### src/hdl/slri_pkg.sv
package slri_pkg;

    localparam int CAPACITY_DEF = 16;
    localparam int KEY_W        = 32;
    localparam int ACT_W        = 2;
    localparam int STATUS_W     = 2;
    localparam int FILL_W       = 5;
    // value, status, fill packed from bit 0, padded to whole bytes
    localparam int OUT_DATA_W   = ((KEY_W + STATUS_W + FILL_W + 7) / 8) * 8;

    typedef logic signed [KEY_W-1:0] key_t;

    typedef enum logic [ACT_W-1:0] {
        ACT_INSERT = 2'd0,
        ACT_REMOVE = 2'd1,
        ACT_VIEW   = 2'd2,
        ACT_NOP    = 2'd3
    } action_t;

    localparam logic [STATUS_W-1:0] ST_OK        = 2'd0;
    localparam logic [STATUS_W-1:0] ST_FULL      = 2'd1;
    localparam logic [STATUS_W-1:0] ST_NOT_FOUND = 2'd2;
    localparam logic [STATUS_W-1:0] ST_EMPTY     = 2'd3;

    typedef enum logic [1:0] {
        CELL_HOLD,
        CELL_INSERT,
        CELL_REMOVE,
        CELL_ROTATE
    } cell_op_t;

    // broadcast to every cell
    typedef struct packed {
        cell_op_t op;
        key_t     key;
    } cell_ctrl_t;

    // what a cell shows its neighbours
    typedef struct packed {
        key_t key;
        logic valid;
    } cell_link_t;

endpackage

### src/hdl/slri_cell.sv
module slri_cell
    import slri_pkg::*;
(
    input  logic       aclk,
    input  logic       aresetn,
    input  cell_ctrl_t ctrl,
    input  logic       prev_less,
    input  cell_link_t prev_link,
    input  cell_link_t next_link,
    input  key_t       head_key,
    output cell_link_t link,
    output logic       less
);

    key_t key_reg;
    key_t key_next;
    logic valid_reg;
    logic valid_next;

    assign less      = valid_reg && (key_reg < ctrl.key);
    assign link.key   = key_reg;
    assign link.valid = valid_reg;

    always_comb begin
        key_next   = key_reg;
        valid_next = valid_reg;
        unique case (ctrl.op)
            CELL_HOLD: begin
            end
            CELL_INSERT: begin
                // keep if smaller, take new key at the boundary, else shift up
                if (less) begin
                    key_next = key_reg;
                end else if (prev_less) begin
                    key_next   = ctrl.key;
                    valid_next = 1'b1;
                end else begin
                    key_next   = prev_link.key;
                    valid_next = prev_link.valid;
                end
            end
            CELL_REMOVE: begin
                // from the first key not below the match onward, shift down
                if (valid_reg && !less) begin
                    key_next   = next_link.key;
                    valid_next = next_link.valid;
                end
            end
            CELL_ROTATE: begin
                // last valid cell wraps round to the head
                if (valid_reg) begin
                    key_next = next_link.valid ? next_link.key : head_key;
                end
            end
            default: begin
            end
        endcase
    end

    always_ff @(posedge aclk) begin
        if (!aresetn) begin
            valid_reg <= 1'b0;
        end else begin
            valid_reg <= valid_next;
        end
        key_reg <= key_next;
    end

endmodule

### src/hdl/sorted_list_insert_remove.sv
// Sorted key list: holds up to CAPACITY signed Q16.16 keys in ascending order in a row of
// compare-and-shift cells. Each request carries an action in s_tuser (0 insert, 1 remove
// first equal key, 2 view, 3 no operation) and a key in s_tdata. Insert, remove and the
// no-op give one result each; an insert into a full list is refused with status full, a
// remove without a match gives status not found. View of N stored keys gives N results,
// smallest first, tlast on the final one: the chain rotates by one cell per cycle while
// the output register is free or being drained, the head cell feeds the output register,
// and input is held off until the final key has been loaded. View of an empty list gives a
// single result with status empty. Each result also reports the fill after the action.
// The next request is taken as soon as the output register is free or being drained.
module sorted_list_insert_remove
    import slri_pkg::*;
#(
    parameter int CAPACITY = CAPACITY_DEF
) (
    input  logic                  aclk,
    input  logic                  aresetn,
    // request channel
    input  logic                  s_tvalid,
    output logic                  s_tready,
    input  logic [KEY_W-1:0]      s_tdata,   // key[31:0]
    input  logic [ACT_W-1:0]      s_tuser,   // action[1:0]
    // result channel
    output logic                  m_tvalid,
    input  logic                  m_tready,
    output logic [OUT_DATA_W-1:0] m_tdata,   // value[31:0], status[33:32], fill[38:34], pad
    output logic                  m_tlast
);

    localparam int CNT_W = $clog2(CAPACITY + 1);

    typedef enum logic {
        S_IDLE,
        S_VIEW
    } state_t;

    state_t     state_reg;
    state_t     state_next;
    logic [CNT_W-1:0] count_reg;
    logic [CNT_W-1:0] count_next;
    logic [CNT_W-1:0] rem_reg;     // keys still to emit during a view
    logic [CNT_W-1:0] rem_next;

    // output register
    logic                m_tvalid_reg;
    logic                m_tvalid_next;
    key_t                value_reg;
    key_t                value_next;
    logic [STATUS_W-1:0] status_reg;
    logic [STATUS_W-1:0] status_next;
    logic                last_reg;
    logic                last_next;
    logic [FILL_W-1:0]   fill_reg;
    logic [FILL_W-1:0]   fill_next;

    cell_ctrl_t           ctrl;
    cell_link_t           links    [CAPACITY];
    logic [CAPACITY-1:0]  less_vec;
    logic [CAPACITY-1:0]  valid_vec;
    logic [CAPACITY-1:0]  match_vec;
    logic [CAPACITY:0]    valid_ext;
    logic                 found;
    logic                 full;
    logic                 out_free;
    logic                 accept;
    action_t              action;

    // ---------------- cell chain ----------------
    for (genvar i = 0; i < CAPACITY; i++) begin : g_cell
        logic       prev_less;
        cell_link_t prev_link;
        cell_link_t next_link;

        if (i == 0) begin : g_head
            assign prev_less = 1'b1;   // head always sees the boundary above it
            assign prev_link = '{key: '0, valid: 1'b1};
        end else begin : g_mid
            assign prev_less = less_vec[i-1];
            assign prev_link = links[i-1];
        end

        if (i == CAPACITY - 1) begin : g_tail
            assign next_link = '{key: '0, valid: 1'b0};
        end else begin : g_body
            assign next_link = links[i+1];
        end

        slri_cell u_cell (
            .aclk      (aclk),
            .aresetn   (aresetn),
            .ctrl      (ctrl),
            .prev_less (prev_less),
            .prev_link (prev_link),
            .next_link (next_link),
            .head_key  (links[0].key),
            .link      (links[i]),
            .less      (less_vec[i])
        );

        assign valid_vec[i] = links[i].valid;
        assign match_vec[i] = links[i].valid && (links[i].key == ctrl.key);
    end

    assign found     = |match_vec;
    assign full      = (count_reg == CNT_W'(CAPACITY));
    assign valid_ext = {1'b0, valid_vec};

    // ---------------- handshake ----------------
    assign out_free = !m_tvalid_reg || m_tready;
    assign s_tready = (state_reg == S_IDLE) && out_free;
    assign accept   = s_tvalid && s_tready;
    assign action   = action_t'(s_tuser);

    // ---------------- control ----------------
    always_comb begin
        state_next    = state_reg;
        count_next    = count_reg;
        rem_next      = rem_reg;
        ctrl.op       = CELL_HOLD;
        ctrl.key      = key_t'(s_tdata);
        m_tvalid_next = m_tready ? 1'b0 : m_tvalid_reg;
        value_next    = value_reg;
        status_next   = status_reg;
        last_next     = last_reg;
        fill_next     = fill_reg;

        if (state_reg == S_VIEW) begin
            if (out_free) begin
                ctrl.op       = CELL_ROTATE;
                m_tvalid_next = 1'b1;
                value_next    = links[0].key;
                status_next   = ST_OK;
                last_next     = (rem_reg == CNT_W'(1));
                fill_next     = FILL_W'(count_reg);
                rem_next      = rem_reg - CNT_W'(1);
                if (rem_reg == CNT_W'(1)) begin
                    state_next = S_IDLE;
                end
            end
        end else if (accept) begin
            m_tvalid_next = 1'b1;
            value_next    = '0;
            status_next   = ST_OK;
            last_next     = 1'b1;
            unique case (action)
                ACT_INSERT: begin
                    if (full) begin
                        status_next = ST_FULL;
                    end else begin
                        ctrl.op    = CELL_INSERT;
                        count_next = count_reg + CNT_W'(1);
                    end
                end
                ACT_REMOVE: begin
                    if (found) begin
                        ctrl.op    = CELL_REMOVE;
                        count_next = count_reg - CNT_W'(1);
                    end else begin
                        status_next = ST_NOT_FOUND;
                    end
                end
                ACT_VIEW: begin
                    if (count_reg == '0) begin
                        status_next = ST_EMPTY;
                    end else begin
                        // first key is loaded into the output register on accept
                        ctrl.op    = CELL_ROTATE;
                        value_next = links[0].key;
                        last_next  = (count_reg == CNT_W'(1));
                        rem_next   = count_reg - CNT_W'(1);
                        if (count_reg != CNT_W'(1)) begin
                            state_next = S_VIEW;
                        end
                    end
                end
                ACT_NOP: begin
                end
                default: begin
                end
            endcase
            fill_next = FILL_W'(count_next);
        end
    end

    always_ff @(posedge aclk) begin
        if (!aresetn) begin
            state_reg    <= S_IDLE;
            count_reg    <= '0;
            rem_reg      <= '0;
            m_tvalid_reg <= 1'b0;
        end else begin
            state_reg    <= state_next;
            count_reg    <= count_next;
            rem_reg      <= rem_next;
            m_tvalid_reg <= m_tvalid_next;
        end
        value_reg  <= value_next;
        status_reg <= status_next;
        last_reg   <= last_next;
        fill_reg   <= fill_next;
    end

    assign m_tvalid = m_tvalid_reg;
    assign m_tlast  = last_reg;
    assign m_tdata  = OUT_DATA_W'({fill_reg, status_reg, value_reg});

    // ---------------- assertions ----------------
    // key count tracks the cells' valid bits
    a_count_matches: assert property (@(posedge aclk) disable iff (!aresetn)
        $countones(valid_vec) == count_reg)
        else $error("key count differs from valid cells");

    // valid cells form an unbroken run from the head
    a_valid_prefix: assert property (@(posedge aclk) disable iff (!aresetn)
        ((valid_ext + 1'b1) & valid_ext) == '0)
        else $error("gap in valid cells");

    // no request taken while a view is being emitted
    a_no_accept_in_view: assert property (@(posedge aclk) disable iff (!aresetn)
        (state_reg == S_VIEW) |-> !s_tready)
        else $error("request accepted during view");

    // view ends with a last result
    a_view_ends_last: assert property (@(posedge aclk) disable iff (!aresetn)
        (state_reg == S_VIEW && state_next == S_IDLE) |=> (m_tvalid && m_tlast))
        else $error("view finished without last");

endmodule

### config.mk
export PLATFORM = sky130hd
export DESIGN_NAME = sorted_list_insert_remove
export DESIGN_NICKNAME = d
export VERILOG_FILES = /design/src/hdl/slri_pkg.sv /design/src/hdl/slri_cell.sv /design/src/hdl/sorted_list_insert_remove.sv
export SDC_FILE = /design/constraint.sdc
export NUM_CORES = 2
export LEC_CHECK = 0
export BUFFER_PORTS_ARGS = -buffer_cell sky130_fd_sc_hd__buf_2
export CAP_MARGIN = 40
export CORE_MARGIN = 4
export CORE_UTILIZATION = 36
export DETAILED_ROUTE_END_ITERATION = 10
export PLACE_DENSITY_LB_ADDON = 0.25
export SLEW_MARGIN = 20
export SYNTH_ARGS = -nofsm -noshare
export SYNTH_HDL_FRONTEND = slang
export SYNTH_SLANG_ARGS = --single-unit
export TNS_END_PERCENT = 50
### constraint.sdc
create_clock -name aclk -period 20.5 [get_ports aclk]
set_input_delay 3.075 -clock aclk [delete_from_list [all_inputs] [get_ports aclk]]
set_output_delay 3.075 -clock aclk [all_outputs]
set_load 0.02 [all_outputs]
* Word level (Yosys, flattened, before mapping) *
Index checks and enable logic that the tools add are counted.

word-level totals
  bits of input ports = 38
  ROM bits = 0
  bits in latches = 0
  output and inout bits = 43
  bits in registers = 580
  memories = 0
  bits in writable memories = 0

operators by class
  shift-type cells = 0
  divide/modulo/power cells = 0
  multipliers = 0
  $add $sub $neg = 3
  $lt $le $gt $ge = 16
  bitwise operators = 1
  mux-type cells = 203
  equality and inequality tests = 75
  reduce and logical (&&, ||, !) cells = 110

operator list
  kind                                                                      count
  32-bit 2-to-1 mux                                                         83
  32-bit one-hot mux with 3 select lines                                    16
  32-bit == test                                                            16
  32-bit < comparator                                                       16
  2-bit by 1-bit inequality test with 1-bit output (second input constant)  33
  1-bit 2-to-1 mux                                                          65
  4-bit AND reduction                                                       16
  1-bit logical AND                                                         50
  5-bit 2-to-1 mux                                                          10
  3-bit AND reduction                                                       16
  2-bit inequality test (second input constant)                             17
  1-bit one-hot mux with 2 select lines                                     16
  2-bit 2-to-1 mux                                                          10
  1-bit logical NOT                                                         17
  16-bit OR reduction                                                       1
  2-bit one-hot mux with 3 select lines                                     2
  5-bit by 1-bit == test with 1-bit output (second input constant)          2
  5-bit one-hot mux with 2 select lines                                     1
  5-bit by 1-bit subtractor with 5-bit output (second input constant)       2
  2-bit == test (second input constant)                                     3
  2-bit nonzero test                                                        3
  5-bit by 1-bit adder with 5-bit output (second input constant)            1
  5-bit == test (second input constant)                                     1
  5-bit logical NOT                                                         1
  8 further kinds                                                           10

* Longest topological paths before layout *
  depth in word-level cells = 10
  gate-level depth with buffers = 19
  gate-level depth less buffers = 15

* Cells and area by module *
Synthesis repeated with hierarchy kept, for this count alone.

unflattened totals
  cell total of the unflattened synthesis = 5,862
  area, all modules = 54,213.2 um2

by module, submodules not included
  module                            area an instance (um2)  times used  cells an instance
  slri_cell (g_cell[0].u_cell ...)  2,851.5                 13          304
  sorted_list_insert_remove         8,660.8                 1           1,004
  slri_cell (g_cell[7].u_cell ...)  2,827.7                 3           302

* Least setup slack after synthesis *
Ideal clock, no wire load.

  kind = in2reg
  start = input s_tdata[31]
  end = register g_cell[0].u_cell.key_reg[0], enable pin
  path buffers = 4
  required time = 20,030 ps
  arrival time = 8,733 ps
  cell stages on the path = 18
  path slack = 11,297 ps
  cell sequence = inv_1 -> ha_1 -> clkbuf_1 -> nand4_1 -> nor4_1 -> nand3_1 -> nand4_1 -> nor4_2 -> nor2b_1 -> nand2b_1 -> a21boi_0 -> ha_1 -> clkbuf_1 -> buf_1 -> buf_1 -> a21oi_1 -> a31oi_1 -> a211oi_1

between the ends
  word-level cells in the longest chain between the ends = 10
  elaborated cells between the ends (all ways) = 50
  classes of those cells = 1 x order compare; 23 x eq/ne; 4 x mux; 22 x reduce/logical

RTL lines
  element                                                                                    line                              source
  start: declaration                                                                         sorted_list_insert_remove.sv:21   input logic [KEY_W-1:0] s_tdata,
  32-bit == test                                                                             sorted_list_insert_remove.sv:101  assign match_vec[i] = links[i].valid && (links[i].key == ctrl.key);
  1-bit logical AND                                                                          sorted_list_insert_remove.sv:101
  16-bit OR reduction                                                                        sorted_list_insert_remove.sv:104  assign found = |match_vec;
  2-bit 2-to-1 mux                                                                           sorted_list_insert_remove.sv:155  if (found) begin
  2-bit one-hot mux with 3 select lines                                                      sorted_list_insert_remove.sv:145  unique case (action)
  2-bit 2-to-1 mux                                                                           sorted_list_insert_remove.sv:140  end else if (accept) begin
  2-bit 2-to-1 mux                                                                           sorted_list_insert_remove.sv:127  if (state_reg == S_VIEW) begin
  2-bit == test or 2-bit by 1-bit == test with 1-bit output (tied branches)                  slri_cell.sv:27                   unique case (ctrl.op)
  2-bit by 1-bit inequality test with 1-bit output (no source line) (tied with other cells)  --
  5-bit AND reduction (no source line) *                                                     --
  end signal: assignment                                                                     slri_cell.sv:66                   key_reg <= key_next;
  end: declaration                                                                           slri_cell.sv:15                   key_t key_reg;

Mark *: on every way between the ends. The rest lies on a longest branch, timed or not.
A chain may end at the register's enable or synchronous reset.

* Worst setup path in the final report *
  start = input s_tdata[31]
  end = register g_cell[13].u_cell.key_reg[24], data pin

between the ends
  word-level cells in the longest chain between the ends = 9
  elaborated cells between the ends (all ways) = 45
  classes of those cells = 1 x order compare; 19 x eq/ne; 7 x mux; 18 x reduce/logical

RTL lines
  element                                                                    line                              source
  32-bit == test                                                             sorted_list_insert_remove.sv:101
  1-bit logical AND                                                          sorted_list_insert_remove.sv:101
  16-bit OR reduction                                                        sorted_list_insert_remove.sv:104
  2-bit 2-to-1 mux                                                           sorted_list_insert_remove.sv:155
  2-bit one-hot mux with 3 select lines                                      sorted_list_insert_remove.sv:145
  2-bit 2-to-1 mux                                                           sorted_list_insert_remove.sv:140
  2-bit 2-to-1 mux                                                           sorted_list_insert_remove.sv:127
  2-bit == test or 2-bit by 1-bit == test with 1-bit output (tied branches)  slri_cell.sv:27
  32-bit one-hot mux with 3 select lines *                                   slri_cell.sv:27
  named net g_cell[13].u_cell.key_next[24]                                   slri_cell.sv:16                   key_t key_next;
  end signal: assignment                                                     slri_cell.sv:66
  end: declaration                                                           slri_cell.sv:15

The timed path passes the listed nets; every way through them passes the cells marked *. The select of a mux whose other input is x is not followed.

==> results.py <==
metrics = {
    "clock_tree": {
        "cts_resized": 0,
        "cts_tree": "built",
        "cts.sinks": 580,
        "clkSlewWorstSetupHoldPaths_ns": 0.06,
        "insertion_delay_ns": 0.64,
        "h-tree-depth": 3,
        "cts_hold_buf": 0,
        "cts-root-buf": "clkbuf_16",
        "cts_buffers": 70,
        "postCtsSetupBuffers": 0,
        "cts_buffer_depth": 3,
    },
    "placement": {
        "gp_congestion": 0.9316,
        "hpwl_mm": 120.2,
        "port_buffers": 79,
        "dpl.cell_count": 5951,
    },
    "sta": {
        "max_freq_mhz": 107.5,
        "tightest_slew_ns": 0.9213,
        "finalCriticalPeriod_ns": 9.303,
        "rsz0062_at_grt": "false",
        "fin_skew_ns": 0.02431,
        "setup_viol": 0,
        "slew_headroom": 0.3858,
        "tns_ns": 0,
        "period_share": 0.4538,
        "maxSlewViolCount": 0,
        "finalHoldViolations": 0,
    },
    "setup_path": {
        "reg2regPathDepth": 18,
        "r2r-end": "g_cell[13].u_cell.key_reg[24]",
        "crit_chain": "buf_2, inv_1, ha_1, nand4_1, or4_1, nand4b_1, o2111ai_1, nor4_2, buf_4, nor2b_1, nand2b_1, a21boi_0, ha_2, buf_4, or2_4, buf_4, buf_12, buf_4, buf_12, o221ai_1",
        "rr_startpoint": "g_cell[14].u_cell.key_reg[25]",
        "cp_num_buf_inv": 8,
        "cp.arrival_ns": 9.64,
        "cp_max_fo": 49,
        "cp-endpoint": "g_cell[13].u_cell.key_reg[24]",
        "cp.required_ns": 20.84,
        "path_delay_family": "buffers and inverters",
        "cpPeakStageDelay_ns": 0.70,
        "ff2ff_setup_slack_ns": 13.93,
        "cp_num_cells": 20,
        "startpoint": "s_tdata[31]",
        "crit_type": "in -> reg",
        "cp_slowest_cell": "or4_1",
        "path_common_cell": "buf_4",
        "worstSetupStartpointType": "input port",
        "endpoint_kind": "register",
    },
    "route": {
        "vias": 38102,
        "drt-pass1-iter-count": 6,
        "avgViaCountPerCell": 6.261,
        "ant_nets": 0,
        "route.detailed.drc": 0,
        "routed_wl_mm": 159.1,
        "drt-initial-drc-count": 4410,
        "drt-wirelength-per-cell_um": 26.15,
    },
    "floorplan": {
        "start_util": 0.3634,
        "die_w_um": 353.7,
        "core_area_sq_um": 118400,
        "die_area_sq_um": 125100,
        "placement_rows": 126,
        "fp.dieH_um": 353.7,
        "io_pins": 81,
    },
    "power": {
        "pwr-share-clk": 0.375,
        "p_per_area_nw_per_um2": 71.95,
        "intPower_w": 0.002408,
        "switching_share": 0.2987,
        "power_leakage_nw": 18.92,
        "p_seq_frac": 0.435,
        "pwr-share-comb": 0.190,
        "netSwitchingPower_w": 0.001026,
        "vdd_drop_max_uv": 57.82,
    },
    "logic_synthesis": {
        "synth_area_leaders": "edfxtp_1 (39%), ha_1 (15%), o211ai_1 (6.5%)",
        "ys_ff_latch": 580,
        "synth_fp_nets": 5104,
        "synth_top_area_cell": "edfxtp_1",
        "postSynthAreaPerCell_sq_um": 9.467,
        "yosysSeqAreaShare": 0.3983,
        "syn_inst": 4545,
        "synth_ff_type": "edfxtp_1",
        "ys_types": 67,
        "async_reset_ff_frac": 0,
        "yosysTopAreaCellShare": 0.3852,
        "syn-cell-area_sq_um": 43030,
        "synth_edf_count": 552,
        "yosysWarnings": 0,
    },
    "global_routing": {
        "antenna_found_initial": 9,
        "grt_use_total": 0.2443,
        "grt_pass1_vias": 36681,
        "grt_overflow": 0,
        "grt_first_pass_wirelength_mm": 238.3,
        "grt_max_degree": 167,
    },
    "cells_and_area": {
        "largest_reg_flops": 512,
        "drive_above_1_share": 0.07479,
        "nFillCells": 11592,
        "syn2layout_area_growth_pct": 10.92,
        "finalNonFillerCells": 6086,
        "fin_nets": 4988,
    },
    "min_path": {
        "worstHoldPathType": "reg -> reg",
        "hold_start": "rem_reg[3]",
    },
    "run": {
        "maxCapViolCount": 0,
    },
    "run_status": {
        "outcome": "finished, final reports clean",
    },
}
worst reg2reg max path, delay by kind of cell, from the launching register on:
kind	cells	cell delay [ns]
flip-flops	1	0.44
adder cells (fa/ha/maj)	2	0.56
buffers and inverters	6	2.22
AND/OR/NAND/NOR	7	2.39
AO/OA/AOI/OAI	3	0.69
how the worst min path moves through the flow:
stage / to / slack [ns] / depth (start not counted)
2_1_floorplan: rem_reg[1] / 0.46 / 2
3_3_place_gp: rem_reg[3] / 0.48 / 2
5_1_grt: rem_reg[3] / 0.52 / 2
4_1_cts: rem_reg[3] / 0.49 / 2
3_5_place_dp: rem_reg[3] / 0.49 / 2
6_report: rem_reg[3] / 0.50 / 2
metal layers:
layer / track usage / up-vias / share of wire
li1: - / 17383 / -
met4: 0.1000 / 4 / 0.043
met2: 0.3880 / 1763 / 0.45
met3: 0.04379 / 301 / 0.080
met1: 0.3288 / 18651 / 0.42
met5: 0 / - / 0.00017
layout make-up:
cell class,instances,area [sq um],share of cell area
Clock inverter,23,309.0,0.006475
Multi-Input combinational cell,3511,24460,0.5126
Clock buffer,99,1944,0.04074
Sequential cell,580,17150,0.3594
Tap cell,1600,2002,0.04194
Inverter,85,319.1,0.006685
Antenna cell,7,17.52,0.0003670
Timing Repair Buffer,181,1518,0.03180
Yosys cell counts, drive strengths merged (3+ instances only):
cell     number
a31oi        15
nor2        400
o221ai      131
nand4b        5
nand2b       16
a211o         6
a211oi       15
nand3b        5
a21o        184
and3          7
o21a         10
buf          36
o211a         3
a2111oi       3
o21ai        58
o211ai      371
a311oi        4
a22oi         3
nand2       380
xnor2         7
nand4       242
edfxtp      552
or3           5
dfxtp        28
nand3       230
nor4         17
ha          521
nor3         24
o21bai       36
and4          5
inv          85
o22ai        16
nor2b        61
a21oi       516
o31a          4
mux2i       154
clkbuf      333
o31ai        11
a21boi        6
or2           5
and2          3
xor2          5
cells by family (layout without fill, tap and decap cells):
logic type,count (synthesis),after routing,synth area share
flops,580,580,0.3983
other cells,1,8,0.00008715
compound gates,1409,1409,0.2171
mux,155,155,0.03626
xor+xnor,12,12,0.002443
fa+ha+maj,521,521,0.1515
buf+inv,454,388,0.04048
simple gates,1413,1413,0.1539
placed cells by master (no fill, tap or decap), types with 14 or more instances in the layout:
cell type  netlist  routed
edfxtp_1       552     552
mux2i_1        152     148
nand2_1        380     380
clkbuf_16        0      73
nand2b_1        16      16
o211ai_1       371     371
dfxtp_1         28      14
ha_1           521     518
nor2_1         400     387
buf_4            4      66
o21bai_1        36      36
nand4_1        242     242
a21oi_1        516     515
a21o_1         184     180
o21ai_0         54      54
nor2b_1         61      60
clkbuf_1       333      24
nand3_1        230     228
a31oi_1         15      14
dfxtp_2          0      14
o221ai_1       131     131
nor4_1          16      16
o22ai_1         16      16
nor3_1          24      23
inv_1           85      85
buf_2           18      84
through the flow:
step                      total power [W]  hold WS (ns)  cell area (sq um)  utilization  setup slack [ns]
after floorplan                  0.001910        0.4578              43030            -             11.30
after global routing             0.003569        0.5213              47720       0.4031             10.87
after global placement           0.002124        0.4803              44840       0.3787             10.32
after detailed placement         0.002153        0.4863              45350       0.3831             10.54
final                            0.003434        0.4959              47730       0.4031             11.20
after CTS                        0.003439        0.4945              47610       0.4021             11.19
power groups by stage:
| stage | combinational [W] | clock, W | sequential (W) |
|---|---|---|---|
| global route | 0.000714 | 0.00135 | 0.00150 |
| detailed placement | 0.000638 | 0 | 0.00152 |
| finish | 0.000651 | 0.00129 | 0.00149 |
| floorplan | 0.000421 | 0 | 0.00149 |
| CTS | 0.000640 | 0.00131 | 0.00149 |
| global placement | 0.000607 | 0 | 0.00152 |
(Power assumes the default switching activity.)
